File: src/rtl/circular_arc_step_generator_assert.svh
// assertion macros for the circular arc step generator
`ifndef CIRCULAR_ARC_STEP_GENERATOR_ASSERT_SVH
`define CIRCULAR_ARC_STEP_GENERATOR_ASSERT_SVH
`ifndef SYNTH
`define CAS_ASSERT(label, prop) \
  label: assert property (@(posedge clk) disable iff (rst) prop) \
    else $error("assertion failed");
`define CAS_ASSERT_ALWAYS(label, prop) \
  label: assert property (@(posedge clk) prop) else $error("assertion failed");
`else
`define CAS_ASSERT(label, prop)
`define CAS_ASSERT_ALWAYS(label, prop)
`endif
`endif

File: src/rtl/cas_pkg.sv
// types, constants and tables shared by the arc step generator
package cas_pkg;
  localparam int STEPS_PER_RADIAN = 10;
  localparam int ANGLE_FRAC_BITS = 12;
  localparam int INNER_FRAC = 30;
  localparam int MAX_MOVES = 62;
  localparam int ANG_W = 36;
  localparam int XY_W = 34;
  localparam int PT_W = 18;
  localparam int N_W = 6;
  localparam int REM_W = 5;
  localparam int PROD_W = XY_W + 16;

  localparam logic signed [ANG_W-1:0] PI_Q30 = 36'sd3373259426;
  localparam logic signed [ANG_W-1:0] HALF_PI_Q30 = 36'sd1686629713;
  localparam logic signed [ANG_W-1:0] TWO_PI_Q30 = 36'sd6746518852;
  localparam logic signed [XY_W-1:0] GAIN_Q30 = 34'sd652032874;

  // angle of one step, split into quotient and remainder of 2^30 / steps
  localparam logic [ANG_W-1:0] STEP_Q = ANG_W'((64'd1 << INNER_FRAC) / STEPS_PER_RADIAN);
  localparam logic [REM_W-1:0] STEP_R = REM_W'((64'd1 << INNER_FRAC) % STEPS_PER_RADIAN);
  localparam logic [REM_W-1:0] STEP_DIV = REM_W'(STEPS_PER_RADIAN);

  localparam logic [1:0] KIND_MOVE = 2'd0;
  localparam logic [1:0] KIND_DONE = 2'd1;
  localparam logic [1:0] KIND_REJECT = 2'd2;

  typedef struct packed {
    logic                    op;
    logic                    zero;
    logic                    neg;
    logic [N_W-1:0]          n;
    logic signed [ANG_W-1:0] theta;
    logic [14:0]             radius;
    logic signed [15:0]      cdx;
    logic signed [15:0]      cdy;
  } cmd_t;

  function automatic logic signed [ANG_W-1:0] atan_q30(input logic [4:0] k);
    logic signed [ANG_W-1:0] v;
    case (k)
      5'd0: v = 36'sd843314857;
      5'd1: v = 36'sd497837830;
      5'd2: v = 36'sd263043837;
      5'd3: v = 36'sd133525159;
      5'd4: v = 36'sd67021687;
      5'd5: v = 36'sd33543516;
      5'd6: v = 36'sd16775851;
      5'd7: v = 36'sd8388437;
      5'd8: v = 36'sd4194283;
      5'd9: v = 36'sd2097149;
      5'd10: v = 36'sd1048576;
      5'd11: v = 36'sd524288;
      5'd12: v = 36'sd262144;
      5'd13: v = 36'sd131072;
      5'd14: v = 36'sd65536;
      5'd15: v = 36'sd32768;
      5'd16: v = 36'sd16384;
      5'd17: v = 36'sd8192;
      5'd18: v = 36'sd4096;
      5'd19: v = 36'sd2048;
      default: v = '0;
    endcase
    return v;
  endfunction
endpackage

File: src/rtl/cas_front.sv
// front end: takes arc commands, classifies them and queues them for the back end
module cas_front import cas_pkg::*; (
  input  logic               clk,
  input  logic               rst,
  input  logic               in_valid,
  output logic               in_stall,
  input  logic               op,
  input  logic signed [14:0] start_angle,
  input  logic signed [15:0] arc_length,
  input  logic [14:0]        radius,
  input  logic signed [15:0] centre_dx,
  input  logic signed [15:0] centre_dy,
  output logic               cmd_valid,
  input  logic               cmd_pop,
  output cmd_t               cmd
);
  logic [15:0] mag;
  logic [19:0] scaled;
  logic [19:0] n_full;
  cmd_t        cls;
  cmd_t        q [2];
  logic        wr_ptr;
  logic        rd_ptr;
  logic [1:0]  count;
  logic        push;
  logic        pop;

  always_comb begin
    mag = arc_length[15] ? 16'(-arc_length) : 16'(arc_length);
    scaled = 20'(mag) * 20'(STEPS_PER_RADIAN);
    n_full = scaled >> ANGLE_FRAC_BITS;
    cls.op = op;
    cls.zero = (arc_length == '0);
    cls.neg = arc_length[15];
    cls.n = (n_full > 20'(MAX_MOVES)) ? N_W'(MAX_MOVES) : n_full[N_W-1:0];
    cls.theta = ANG_W'(start_angle) <<< (INNER_FRAC - ANGLE_FRAC_BITS);
    cls.radius = radius;
    cls.cdx = centre_dx;
    cls.cdy = centre_dy;
  end

  assign in_stall = (count == 2'd2);
  assign push = in_valid && !in_stall;
  assign pop = cmd_pop && (count != 2'd0);
  assign cmd_valid = (count != 2'd0);

  // head entry goes out directly so it lines up with cmd_valid
  assign cmd = q[rd_ptr];

  always_ff @(posedge clk) begin
    if (push) begin
      q[wr_ptr] <= cls;
    end
  end

  always_ff @(posedge clk) begin
    if (rst) begin
      wr_ptr <= 1'b0;
      rd_ptr <= 1'b0;
      count <= 2'd0;
    end else begin
      if (push) wr_ptr <= !wr_ptr;
      if (pop) rd_ptr <= !rd_ptr;
      count <= count + 2'(push) - 2'(pop);
    end
  end
endmodule

File: src/rtl/cas_cordic.sv
// iterative rotation cordic giving cos and sin of a folded angle
module cas_cordic import cas_pkg::*; #(
  parameter int ITERS = 16
) (
  input  logic                    clk,
  input  logic                    rst,
  input  logic                    start,
  input  logic signed [ANG_W-1:0] angle,
  output logic                    done,
  output logic signed [XY_W-1:0]  cos_q,
  output logic signed [XY_W-1:0]  sin_q
);
  localparam int KW = (ITERS > 1) ? $clog2(ITERS) : 1;

  logic signed [XY_W-1:0]  x;
  logic signed [XY_W-1:0]  y;
  logic signed [ANG_W-1:0] z;
  logic [KW-1:0]           k;
  logic                    running;
  logic signed [ANG_W-1:0] step_ang;

  assign step_ang = atan_q30(5'(k));
  assign cos_q = x;
  assign sin_q = y;

  always_ff @(posedge clk) begin
    if (start) begin
      x <= GAIN_Q30;
      y <= '0;
      z <= angle;
    end else if (running) begin
      if (z >= 0) begin
        x <= x - (y >>> k);
        y <= y + (x >>> k);
        z <= z - step_ang;
      end else begin
        x <= x + (y >>> k);
        y <= y - (x >>> k);
        z <= z + step_ang;
      end
    end
  end

  always_ff @(posedge clk) begin
    if (rst) begin
      running <= 1'b0;
      done <= 1'b0;
      k <= '0;
    end else begin
      done <= 1'b0;
      if (start) begin
        running <= 1'b1;
        k <= '0;
      end else if (running) begin
        k <= k + 1'b1;
        if (k == KW'(ITERS - 1)) begin
          running <= 1'b0;
          done <= 1'b1;
        end
      end
    end
  end
endmodule

File: src/rtl/cas_back.sv
// back end: walks the arc point by point and emits the pen moves
module cas_back import cas_pkg::*; #(
  parameter int CORDIC_ITERATIONS = 16
) (
  input  logic                   clk,
  input  logic                   rst,
  input  logic                   cmd_valid,
  output logic                   cmd_pop,
  input  cmd_t                   cmd,
  output logic                   out_valid,
  input  logic                   out_stall,
  output logic signed [PT_W-1:0] move_dx,
  output logic signed [PT_W-1:0] move_dy,
  output logic [1:0]             kind,
  output logic                   last
);
  localparam logic [3:0] S_IDLE = 4'd0;
  localparam logic [3:0] S_ANGLE = 4'd1;
  localparam logic [3:0] S_REDUCE = 4'd2;
  localparam logic [3:0] S_FOLD = 4'd3;
  localparam logic [3:0] S_CORDIC = 4'd4;
  localparam logic [3:0] S_MULX = 4'd5;
  localparam logic [3:0] S_MULY = 4'd6;
  localparam logic [3:0] S_ROUND = 4'd7;
  localparam logic [3:0] S_POINT = 4'd8;
  localparam logic [3:0] S_EMIT = 4'd9;
  localparam logic [3:0] S_NEXT = 4'd10;

  logic [3:0]               state;
  cmd_t                     cmd_r;
  logic [N_W-1:0]           step;
  logic [ANG_W-1:0]         accq;
  logic [REM_W-1:0]         accr;
  logic [REM_W-1:0]         rem_sum;
  logic signed [ANG_W-1:0]  ang;
  logic signed [ANG_W-1:0]  fold_ang;
  logic                     fold_flip;
  logic                     flip;
  logic signed [PROD_W-1:0] prod;
  logic signed [PT_W-1:0]   px;
  logic signed [PT_W-1:0]   py;
  logic signed [PT_W-1:0]   prevx;
  logic signed [PT_W-1:0]   prevy;
  logic signed [PT_W-1:0]   em_dx;
  logic signed [PT_W-1:0]   em_dy;
  logic [1:0]               em_kind;
  logic                     em_last;
  logic                     cordic_start;
  logic                     cordic_done;
  logic signed [XY_W-1:0]   cos_q;
  logic signed [XY_W-1:0]   sin_q;
  logic signed [XY_W-1:0]   cos_s;
  logic signed [XY_W-1:0]   sin_s;
  logic signed [15:0]       rad_s;
  logic                     load;

  function automatic logic signed [PT_W-1:0] round_q(input logic signed [PROD_W-1:0] v);
    logic [PROD_W-1:0] mag;
    logic [PROD_W-1:0] sh;
    mag = v[PROD_W-1] ? PROD_W'(-v) : PROD_W'(v);
    sh = (mag + (PROD_W'(1) << (INNER_FRAC - 1))) >> INNER_FRAC;
    return v[PROD_W-1] ? -PT_W'(sh) : PT_W'(sh);
  endfunction

  cas_cordic #(.ITERS(CORDIC_ITERATIONS)) u_cordic (
    .clk   (clk),
    .rst   (rst),
    .start (cordic_start),
    .angle (fold_ang),
    .done  (cordic_done),
    .cos_q (cos_q),
    .sin_q (sin_q)
  );

  // fold into [-pi/2, pi/2], the flip negates cos and sin afterwards
  always_comb begin
    if (ang > HALF_PI_Q30) begin
      fold_ang = ang - PI_Q30;
      fold_flip = 1'b1;
    end else if (ang < -HALF_PI_Q30) begin
      fold_ang = ang + PI_Q30;
      fold_flip = 1'b1;
    end else begin
      fold_ang = ang;
      fold_flip = 1'b0;
    end
  end

  assign cordic_start = (state == S_FOLD);
  assign cos_s = flip ? -cos_q : cos_q;
  assign sin_s = flip ? -sin_q : sin_q;
  assign rad_s = signed'({1'b0, cmd_r.radius});
  assign rem_sum = accr + STEP_R;
  assign cmd_pop = (state == S_IDLE);
  assign load = (state == S_EMIT) && (!out_valid || !out_stall);

  always_ff @(posedge clk) begin
    case (state)
      S_IDLE: begin
        cmd_r <= cmd;
        ang <= cmd.theta;
        accq <= '0;
        accr <= '0;
        em_dx <= '0;
        em_dy <= '0;
        em_kind <= KIND_REJECT;
        em_last <= 1'b1;
      end
      S_ANGLE: ang <= cmd_r.neg ? cmd_r.theta - signed'(accq) : cmd_r.theta + signed'(accq);
      S_REDUCE: begin
        if (ang >= PI_Q30) ang <= ang - TWO_PI_Q30;
        else if (ang < -PI_Q30) ang <= ang + TWO_PI_Q30;
      end
      S_FOLD: flip <= fold_flip;
      S_MULX: prod <= PROD_W'(rad_s) * PROD_W'(cos_s);
      S_MULY: begin
        px <= round_q(prod);
        prod <= PROD_W'(rad_s) * PROD_W'(sin_s);
      end
      S_ROUND: py <= round_q(prod);
      S_POINT: begin
        prevx <= px;
        prevy <= py;
        em_kind <= KIND_MOVE;
        em_last <= 1'b0;
        if (step == '0) begin
          em_dx <= PT_W'(cmd_r.cdx) + px;
          em_dy <= PT_W'(cmd_r.cdy) + py;
        end else begin
          em_dx <= px - prevx;
          em_dy <= py - prevy;
        end
      end
      S_NEXT: begin
        if (step == cmd_r.n) begin
          em_dx <= '0;
          em_dy <= '0;
          em_kind <= KIND_DONE;
          em_last <= 1'b1;
        end else if (rem_sum >= STEP_DIV) begin
          accr <= rem_sum - STEP_DIV;
          accq <= accq + STEP_Q + 1'b1;
        end else begin
          accr <= rem_sum;
          accq <= accq + STEP_Q;
        end
      end
      default: ;
    endcase
    if (load) begin
      move_dx <= em_dx;
      move_dy <= em_dy;
      kind <= em_kind;
      last <= em_last;
    end
  end

  always_ff @(posedge clk) begin
    if (rst) begin
      state <= S_IDLE;
      step <= '0;
      out_valid <= 1'b0;
    end else begin
      if (load) out_valid <= 1'b1;
      else if (!out_stall) out_valid <= 1'b0;
      unique case (state)
        S_IDLE: begin
          step <= '0;
          if (cmd_valid) state <= cmd.zero ? S_EMIT : S_REDUCE;
        end
        S_ANGLE: state <= S_REDUCE;
        S_REDUCE: begin
          if (ang < PI_Q30 && ang >= -PI_Q30) state <= S_FOLD;
        end
        S_FOLD: state <= S_CORDIC;
        S_CORDIC: if (cordic_done) state <= S_MULX;
        S_MULX: state <= S_MULY;
        S_MULY: state <= S_ROUND;
        S_ROUND: state <= S_POINT;
        S_POINT: begin
          // start point only yields a move when the head comes from the centre offset
          if (step == '0 && !cmd_r.op) state <= S_NEXT;
          else state <= S_EMIT;
        end
        S_EMIT: begin
          if (load) state <= em_last ? S_IDLE : S_NEXT;
        end
        S_NEXT: begin
          if (step == cmd_r.n) begin
            state <= S_EMIT;
          end else begin
            step <= step + 1'b1;
            state <= S_ANGLE;
          end
        end
        default: state <= S_IDLE;
      endcase
    end
  end

`include "circular_arc_step_generator_assert.svh"
  `CAS_ASSERT(a_last_on_status, out_valid |-> ((kind == KIND_MOVE) != last))
  `CAS_ASSERT(a_fold_in_range, (state == S_FOLD) |-> (fold_ang <= HALF_PI_Q30 && fold_ang >= -HALF_PI_Q30))
  `CAS_ASSERT(a_step_bound, (state != S_IDLE) |-> (step <= cmd_r.n))
  `CAS_ASSERT_ALWAYS(a_reset_quiet, rst |=> !out_valid)
endmodule

File: src/rtl/circular_arc_step_generator.sv
// circular arc step generator: splits arc commands into pen moves
// each circle point runs the cordic and the sequencer states; angle wrap and output stalls add to it
// a nonzero command computes n + 1 circle points, n = arc steps (at most 62)
// first result: for op 1 the move from the centre offset to the start point, for op 0 after the second point
// a zero arc is answered with a reject status and no points; two commands can wait in the front queue
// synchronous reset clears the queue, the sequencer and the output valid
module circular_arc_step_generator import cas_pkg::*; #(
  parameter int CORDIC_ITERATIONS = 16
) (
  input  logic               clk,
  input  logic               rst,
  input  logic               in_valid,
  output logic               in_stall,
  input  logic               op,
  input  logic signed [14:0] start_angle,
  input  logic signed [15:0] arc_length,
  input  logic [14:0]        radius,
  input  logic signed [15:0] centre_dx,
  input  logic signed [15:0] centre_dy,
  output logic               out_valid,
  input  logic               out_stall,
  output logic signed [17:0] move_dx,
  output logic signed [17:0] move_dy,
  output logic [1:0]         kind,
  output logic               last
);
  logic cmd_valid;
  logic cmd_pop;
  cmd_t cmd;

  cas_front u_front (
    .clk         (clk),
    .rst         (rst),
    .in_valid    (in_valid),
    .in_stall    (in_stall),
    .op          (op),
    .start_angle (start_angle),
    .arc_length  (arc_length),
    .radius      (radius),
    .centre_dx   (centre_dx),
    .centre_dy   (centre_dy),
    .cmd_valid   (cmd_valid),
    .cmd_pop     (cmd_pop),
    .cmd         (cmd)
  );

  cas_back #(.CORDIC_ITERATIONS(CORDIC_ITERATIONS)) u_back (
    .clk       (clk),
    .rst       (rst),
    .cmd_valid (cmd_valid),
    .cmd_pop   (cmd_pop),
    .cmd       (cmd),
    .out_valid (out_valid),
    .out_stall (out_stall),
    .move_dx   (move_dx),
    .move_dy   (move_dy),
    .kind      (kind),
    .last      (last)
  );
endmodule
File: config.mk
export PLATFORM = sky130hd
export DESIGN_NAME = circular_arc_step_generator
export DESIGN_NICKNAME = d
export VERILOG_FILES = /design/src/rtl/cas_pkg.sv /design/src/rtl/cas_front.sv /design/src/rtl/cas_cordic.sv /design/src/rtl/cas_back.sv /design/src/rtl/circular_arc_step_generator.sv
export VERILOG_INCLUDE_DIRS = /design/src /design/src/rtl
export SDC_FILE = /design/constraint.sdc
export NUM_CORES = 2
export LEC_CHECK = 0
export BUFFER_PORTS_ARGS = -buffer_cell sky130_fd_sc_hd__buf_2
export CORE_MARGIN = 4
export CORE_UTILIZATION = 35
export DETAILED_ROUTE_END_ITERATION = 12
export MAX_ROUTING_LAYER = met4
export PLACE_DENSITY_LB_ADDON = 0.15
export SLEW_MARGIN = 20
export SYNTH_ARGS = -nofsm -noshare
export SYNTH_HDL_FRONTEND = slang
export SYNTH_SLANG_ARGS = --single-unit
File: constraint.sdc
create_clock -name clk -period 19.9 [get_ports clk]
set_clock_uncertainty 0.15 [all_clocks]
set_input_delay 3.98 -clock clk [delete_from_list [all_inputs] [get_ports clk]]
set_output_delay 3.98 -clock clk [all_outputs]
set_load 0.1 [all_outputs]
# [Word-level counts from Yosys, hierarchy flattened]
# Memory sizes are Yosys's and may differ from the RTL's. A register that Yosys moved wholly into a read port is not among the register bits.
# Cells that the tools add are included.
[totals] regBits=494 mem_bits_rw=148 rom_bits=480 out_inout_bits=41 wordCells=188 n_memories=2
[op_classes] addsub=30 multipliers=3 n_lt_le_gt_ge=9 eq_ne=21 n_shift=2 n_mux=57 n_bitwise=1 n_reduce_logical=27
[memory_table] memory="(name not given)" words=16 word_bits=30 read_ports=1 rd_ports_with_merged_regs=1 write_ports=0 line="cas_pkg.sv:41" source="case (k)"
[memory_table] memory="u_front.q" words=2 word_bits=74 read_ports=1 rd_ports_with_merged_regs=1 write_ports=1 line="cas_front.sv:21" source="cmd_t q [2];"
[ops] operator="$mux W36" count=10
[ops] operator="$mux W34" count=4
[ops] operator="$pmux W18 S3" count=2
[ops] operator="$pmux W36 S3" count=1
[ops] operator="$mul A16 B34 Y50" count=2
[ops] operator="$pmux W50 S2" count=1
[ops] operator="$add A36 B36 Y36" count=2
[ops] operator="$ge A36 B33 Y1 const B" count=2
[ops] operator="$lt A36 B33 Y1 const B" count=2
[ops] operator="$mux W18" count=4
[ops] operator="$pmux W36 S2" count=1
[ops] operator="$sub A36 B36 Y36" count=2
[ops] operator="$add A34 B34 Y34" count=2
[ops] operator="$neg A34 Y34" count=2
[ops] operator="$sshr A34 B4 Y34" count=2
[ops] operator="$sub A34 B34 Y34" count=2
[ops] operator="$add A48 B30 Y48 const B" count=1
[ops] operator="$mux W48" count=1
[ops] operator="$neg A48 Y48" count=1
[ops] operator="$pmux W4 S11" count=1
[ops] operator="$add A16 B18 Y18" count=2
[ops] operator="$add A36 B1 Y36 const B" count=1
[ops] operator="$add A36 B27 Y36 const B" count=1
[ops] operator="$add A36 B33 Y36 const B" count=1
[ops] operator="other kinds (50)" count=100

# [Depth between registers and ports, before layout]
[logic_depth] word_depth=5 depth_mapped=38 ltp_nobuf=36

# [Cells and area by module]
# From an unflattened synthesis, not the netlist that was laid out.
[unflattened] hier_cells=9094 hier_area_um2=84125.7
[by_module_without_submodules] mod="cas_back" instances=1 cells_per_inst=6711 area_each_um2=61415.2 seq_area_each_um2=11240.8
[by_module_without_submodules] mod="cas_cordic" instances=1 cells_per_inst=1975 area_each_um2=16178.0 seq_area_each_um2=3143.0
[by_module_without_submodules] mod="cas_front" instances=1 cells_per_inst=408 area_each_um2=6532.5 seq_area_each_um2=4364.2

# [Least setup slack after synthesis]
# OpenSTA, ideal clock, no wires.
[synth_timing] path_type="reg-to-reg" startpoint="reg u_back.u_cordic.x[2] (netlist: u_back.u_cordic.cos_q[2])" endpoint="reg u_back.prod[47] (data pin)" setup_ns=0.270 arrival_time_ns=8.691 required_ns=19.480 slack_ns=10.790 path_stages_with_launch=36 path_buffers=2 cell_sequence="dfxtp_1 > clkbuf_1 > nor3_1 > nand3_1 > or4_1 > nand2b_1 > or4_1 > or4_1 > nor3_1 > nor2_1 > xnor2_1 > clkbuf_1 > nand2_1 > inv_1 > fa_1 > inv_1 > fa_1 > inv_1 > fa_1 > fa_1 > fa_1 > inv_1 > fa_1 > inv_1 > ha_1 > a21oi_1 > nor2b_1 > o21ai_0 > nand2b_1 > a21o_1 > a21oi_1 > o31ai_1 > a21o_1 > a21oi_1 > xor2_1 > mux2i_1"
[synth_via] elab_chain_len=4
[synth_rtl] item="from (decl)" line="cas_cordic.sv:15" source="logic signed [XY_W-1:0] x;"
[synth_rtl] item="from (signal assigned)" line="cas_cordic.sv:33" source="x <= x - (y >>> k);"
[synth_rtl] item="from (signal assigned)" line="cas_cordic.sv:37" source="x <= x + (y >>> k);"
[synth_rtl] item="$neg A34 Y34" line="cas_back.sv:90" source="assign cos_s = flip ? -cos_q : cos_q;"
[synth_rtl] item="$mux W34 *" line="cas_back.sv:90"
[synth_rtl] item="$mul A16 B34 Y50 *" line="cas_back.sv:115" source="S_MULX: prod <= PROD_W'(rad_s) * PROD_W'(cos_s);"
[synth_rtl] item="$pmux W50 S2 *" line="cas_back.sv:98" source="case (state)"
[synth_rtl] item="to (signal assigned)" line="cas_back.sv:115"
[synth_rtl] item="to (signal assigned)" line="cas_back.sv:118" source="prod <= PROD_W'(rad_s) * PROD_W'(sin_s);"
[synth_rtl] item="to (decl)" line="cas_back.sv:39" source="logic signed [PROD_W-1:0] prod;"
# Every way passes the cells marked *; elsewhere a longest branch is shown, timed or not.
# A chain may end at the register's enable or synchronous reset.

# [Final worst setup path]
[layout_timing] startpoint="reg u_back.u_cordic.x[0] (netlist: u_back.u_cordic.cos_q[0])" endpoint="reg u_back.prod[49] (data pin)"
# The elaborated chain is that of the path after synthesis.

==> flow_summary.json <==
{
  "outcome": "completed",
  "utilization": 0.3806,
  "final-hold-violation-count": 0,
  "fin_nets": 10194,
  "async_flop_share": 0,
  "die_width_um": 488.5,
  "maxSlewViolCount": 0,
  "cts_hold_buf": 0,
  "synthDominantCellAreaShare": 0.2396,
  "multi_input_comb_area_mm2": 0.05658,
  "ys_seq_elements": 643,
  "end_kind": "flop",
  "wirelength_um": 233800,
  "worst_pin_slew_ns": 1.072,
  "cpPeakStageDelay_ns": 0.66,
  "vias": 61277,
  "synth-adder-area-share": 0.3168,
  "grt_max_degree": 69,
  "clkSinkCount": 643,
  "clk_pin_slew_ns": 0.07,
  "reg2reg_depth": 30,
  "setup_violations": 0,
  "slew_headroom": 0.2846,
  "cp_common_cell": "fa_1",
  "rows": 176,
  "critPathArrivalTime_ns": 10.44,
  "min_period_over_period": 0.5088,
  "antenna_found_initial": 16,
  "ys_types": 91,
  "start_util": 0.3515,
  "insertion_delay_ns": 0.74,
  "synth_top_family_by_area": "adder cells",
  "fin_crit_ns": 10.13,
  "synth-edff-count": 524,
  "rrSetupSlack_ns": 9.77,
  "dominantRegCellSynth": "edfxtp_1",
  "setup_tns_ns": 0,
  "antenna_left": 0,
  "critPathKind": "flop to flop",
  "wl_per_cell_um": 19.90,
  "grt_pass1_wl_um": 370000,
  "die-area_mm2": 0.2386,
  "synthCells": 8731,
  "htree_levels": 3,
  "regArea_mm2": 0.01813,
  "viasPerCell": 5.216,
  "grt_pass1_vias": 62530,
  "synthesis.area_mm2": 0.08080,
  "layout_common_cells": "inv_1 (1186), nand2_1 (1134), fa_1 (967), edfxtp_1 (524), ha_1 (498)",
  "min_path_type": "flop to flop",
  "synthTopCellsByArea": "fa_1 (24%), edfxtp_1 (19%), ha_1 (7.7%)",
  "grt_overflow": 0,
  "synth-compound-area-share": 0.1117,
  "worst-path-max-fanout": 20,
  "synthXorXnorAreaFrac": 0.06547,
  "synth-simple-area-share": 0.1590,
  "cts_resized": 0,
  "io_buffers": 123,
  "syn_area_per_cell_um2": 9.255,
  "post_cts_buffers": 0,
  "clock_path_buffers": 3,
  "max_cap_violations": 0,
  "fmax_mhz": 98.76,
  "layout_commonest_cell": "inv_1",
  "fillerInstances": 23289,
  "ys_seq_area_frac": 0.2242,
  "pin_count": 124,
  "syn_to_final_growth_pct": 8.290,
  "cts_made_buffers": 81,
  "yosysTopAreaCell": "fa_1",
  "drive_gt1_frac": 0.07357,
  "drtIter0Drc": 3841,
  "dp_hpwl_um": 177800,
  "grt.total_usage": 0.2024,
  "cts_tree": "built",
  "startpoint_type": "flop",
  "synth_nets": 10279,
  "rsz0062_at_grt": "no",
  "muxShareOfSynthArea": 0.04645,
  "cts-root-buf": "clkbuf_16",
  "ys_warn_count": 0,
  "hold_depth": 0,
  "gp_congestion": 0.8647,
  "drc": 0,
  "cp_slowest_cell": "or4_1",
  "drt-pass1-iter-count": 5,
  "crit_required_ns": 20.21,
  "chipHeight_um": 488.5,
  "core_area_mm2": 0.2299
}
==> metal layers <==
metal / track usage / wire (um) / part of all wire
met5: - / 0 / 0
met4: 0.04705 / 5651 / 0.024
met3: 0.02204 / 10030 / 0.043
met2: 0.3341 / 113600 / 0.49
met1: 0.2679 / 104500 / 0.45
==> worst max-delay path: cells and delay by family (launching register included) <==
kind	cells	cell delay (ns)
xor gates and xnor gates	2	0.33
muxes	1	0.09
DFF	1	0.56
AOI/OAI and AO/OA	5	1.98
buffers and inverters	4	0.40
adders and majority gates	7	3.39
and+or+nand+nor	11	2.97
==> cells in the mapped netlist, types with 13 or more instances <==
master / count
o21a_1: 51
inv_1: 1187
a211o_1: 22
a22oi_1: 16
nand3_1: 102
nand3b_1: 21
a21o_1: 129
o41ai_1: 32
mux2i_1: 96
or4_1: 29
and2_1: 449
nand2b_1: 83
a211oi_1: 60
edfxtp_1: 524
buf_1: 33
o21bai_1: 34
clkbuf_1: 388
o22ai_1: 38
or2_2: 36
xor2_1: 234
nand2_1: 1135
nor3_1: 101
o21ai_0: 381
ha_1: 498
mux2_2: 99
o211ai_1: 32
nor2b_1: 64
and3_1: 51
a31oi_1: 45
buf_2: 16
nor2_1: 421
mux4_2: 64
dfxtp_1: 119
fa_1: 967
a21oi_1: 385
a31o_2: 13
xnor2_1: 370
a21boi_0: 15
o31ai_1: 71
nand4_1: 49
nor4_1: 37
or3_1: 54
==> per-stage QoR <==
| step | hold slack, ns | setup slack (ns) | cell area [um^2] | std cells |
|---|---|---|---|---|
| 5_1_grt | 0.2731 | 9.176 | 87500 | 11744 |
| 4_1_cts | 0.2427 | 9.756 | 87480 | 11739 |
| 2_1_floorplan | 0.2503 | 10.79 | 80800 | 8731 |
| 6_report | 0.2506 | 9.774 | 87500 | 11747 |
| 3_3_place_gp | 0.2553 | 9.943 | 84720 | 11589 |
| 3_5_place_dp | 0.2552 | 9.804 | 84720 | 11589 |
==> path summary, 6_finish.rpt <==
check                            endpoint                                  start
max             u_back.prod[49]$_DFFE_PP_  u_back.u_cordic.cos_q[0]$_SDFFE_PP0P_
min          u_back.move_dy[14]$_DFFE_PP_         u_back.em_dy[14]$_SDFFCE_PN0P_
min reg2reg  u_back.move_dy[14]$_DFFE_PP_         u_back.em_dy[14]$_SDFFCE_PN0P_
max reg2reg     u_back.prod[49]$_DFFE_PP_  u_back.u_cordic.cos_q[0]$_SDFFE_PP0P_
==> cell families after synthesis <==
group,after synthesis
mux,268
fa+ha+maj,1466
xor+xnor,604
flops,643
compound gates,1435
buf+inv,1631
simple gates,2684
==> cell type report <==
cell class / instances / area share
clock inverters: 45 / 0.006134
well taps: 3026 / 0.04327
repair buffers: 273 / 0.02005
inverters: 1190 / 0.05106
multi-input cells: 6457 / 0.6466
clock buffers: 105 / 0.02537
flip-flops and latches: 643 / 0.2072
diodes: 8 / 0.0002288
==> sequential cells by signal (all words and copies together), names as in the netlist, 34 cells and up, named ones only <==
signal and flops:
u_back.ang 36, u_back.cmd_r 70, u_back.u_cordic.sin_q 34, u_front.q 142, u_back.prod 49, u_back.u_cordic.cos_q 34
u_back.accq 36, u_back.u_cordic.z 36
Power is left out: the tool's default activity adds up to more than one toggle a clock period on the data nets, which glitch-free logic cannot reach.
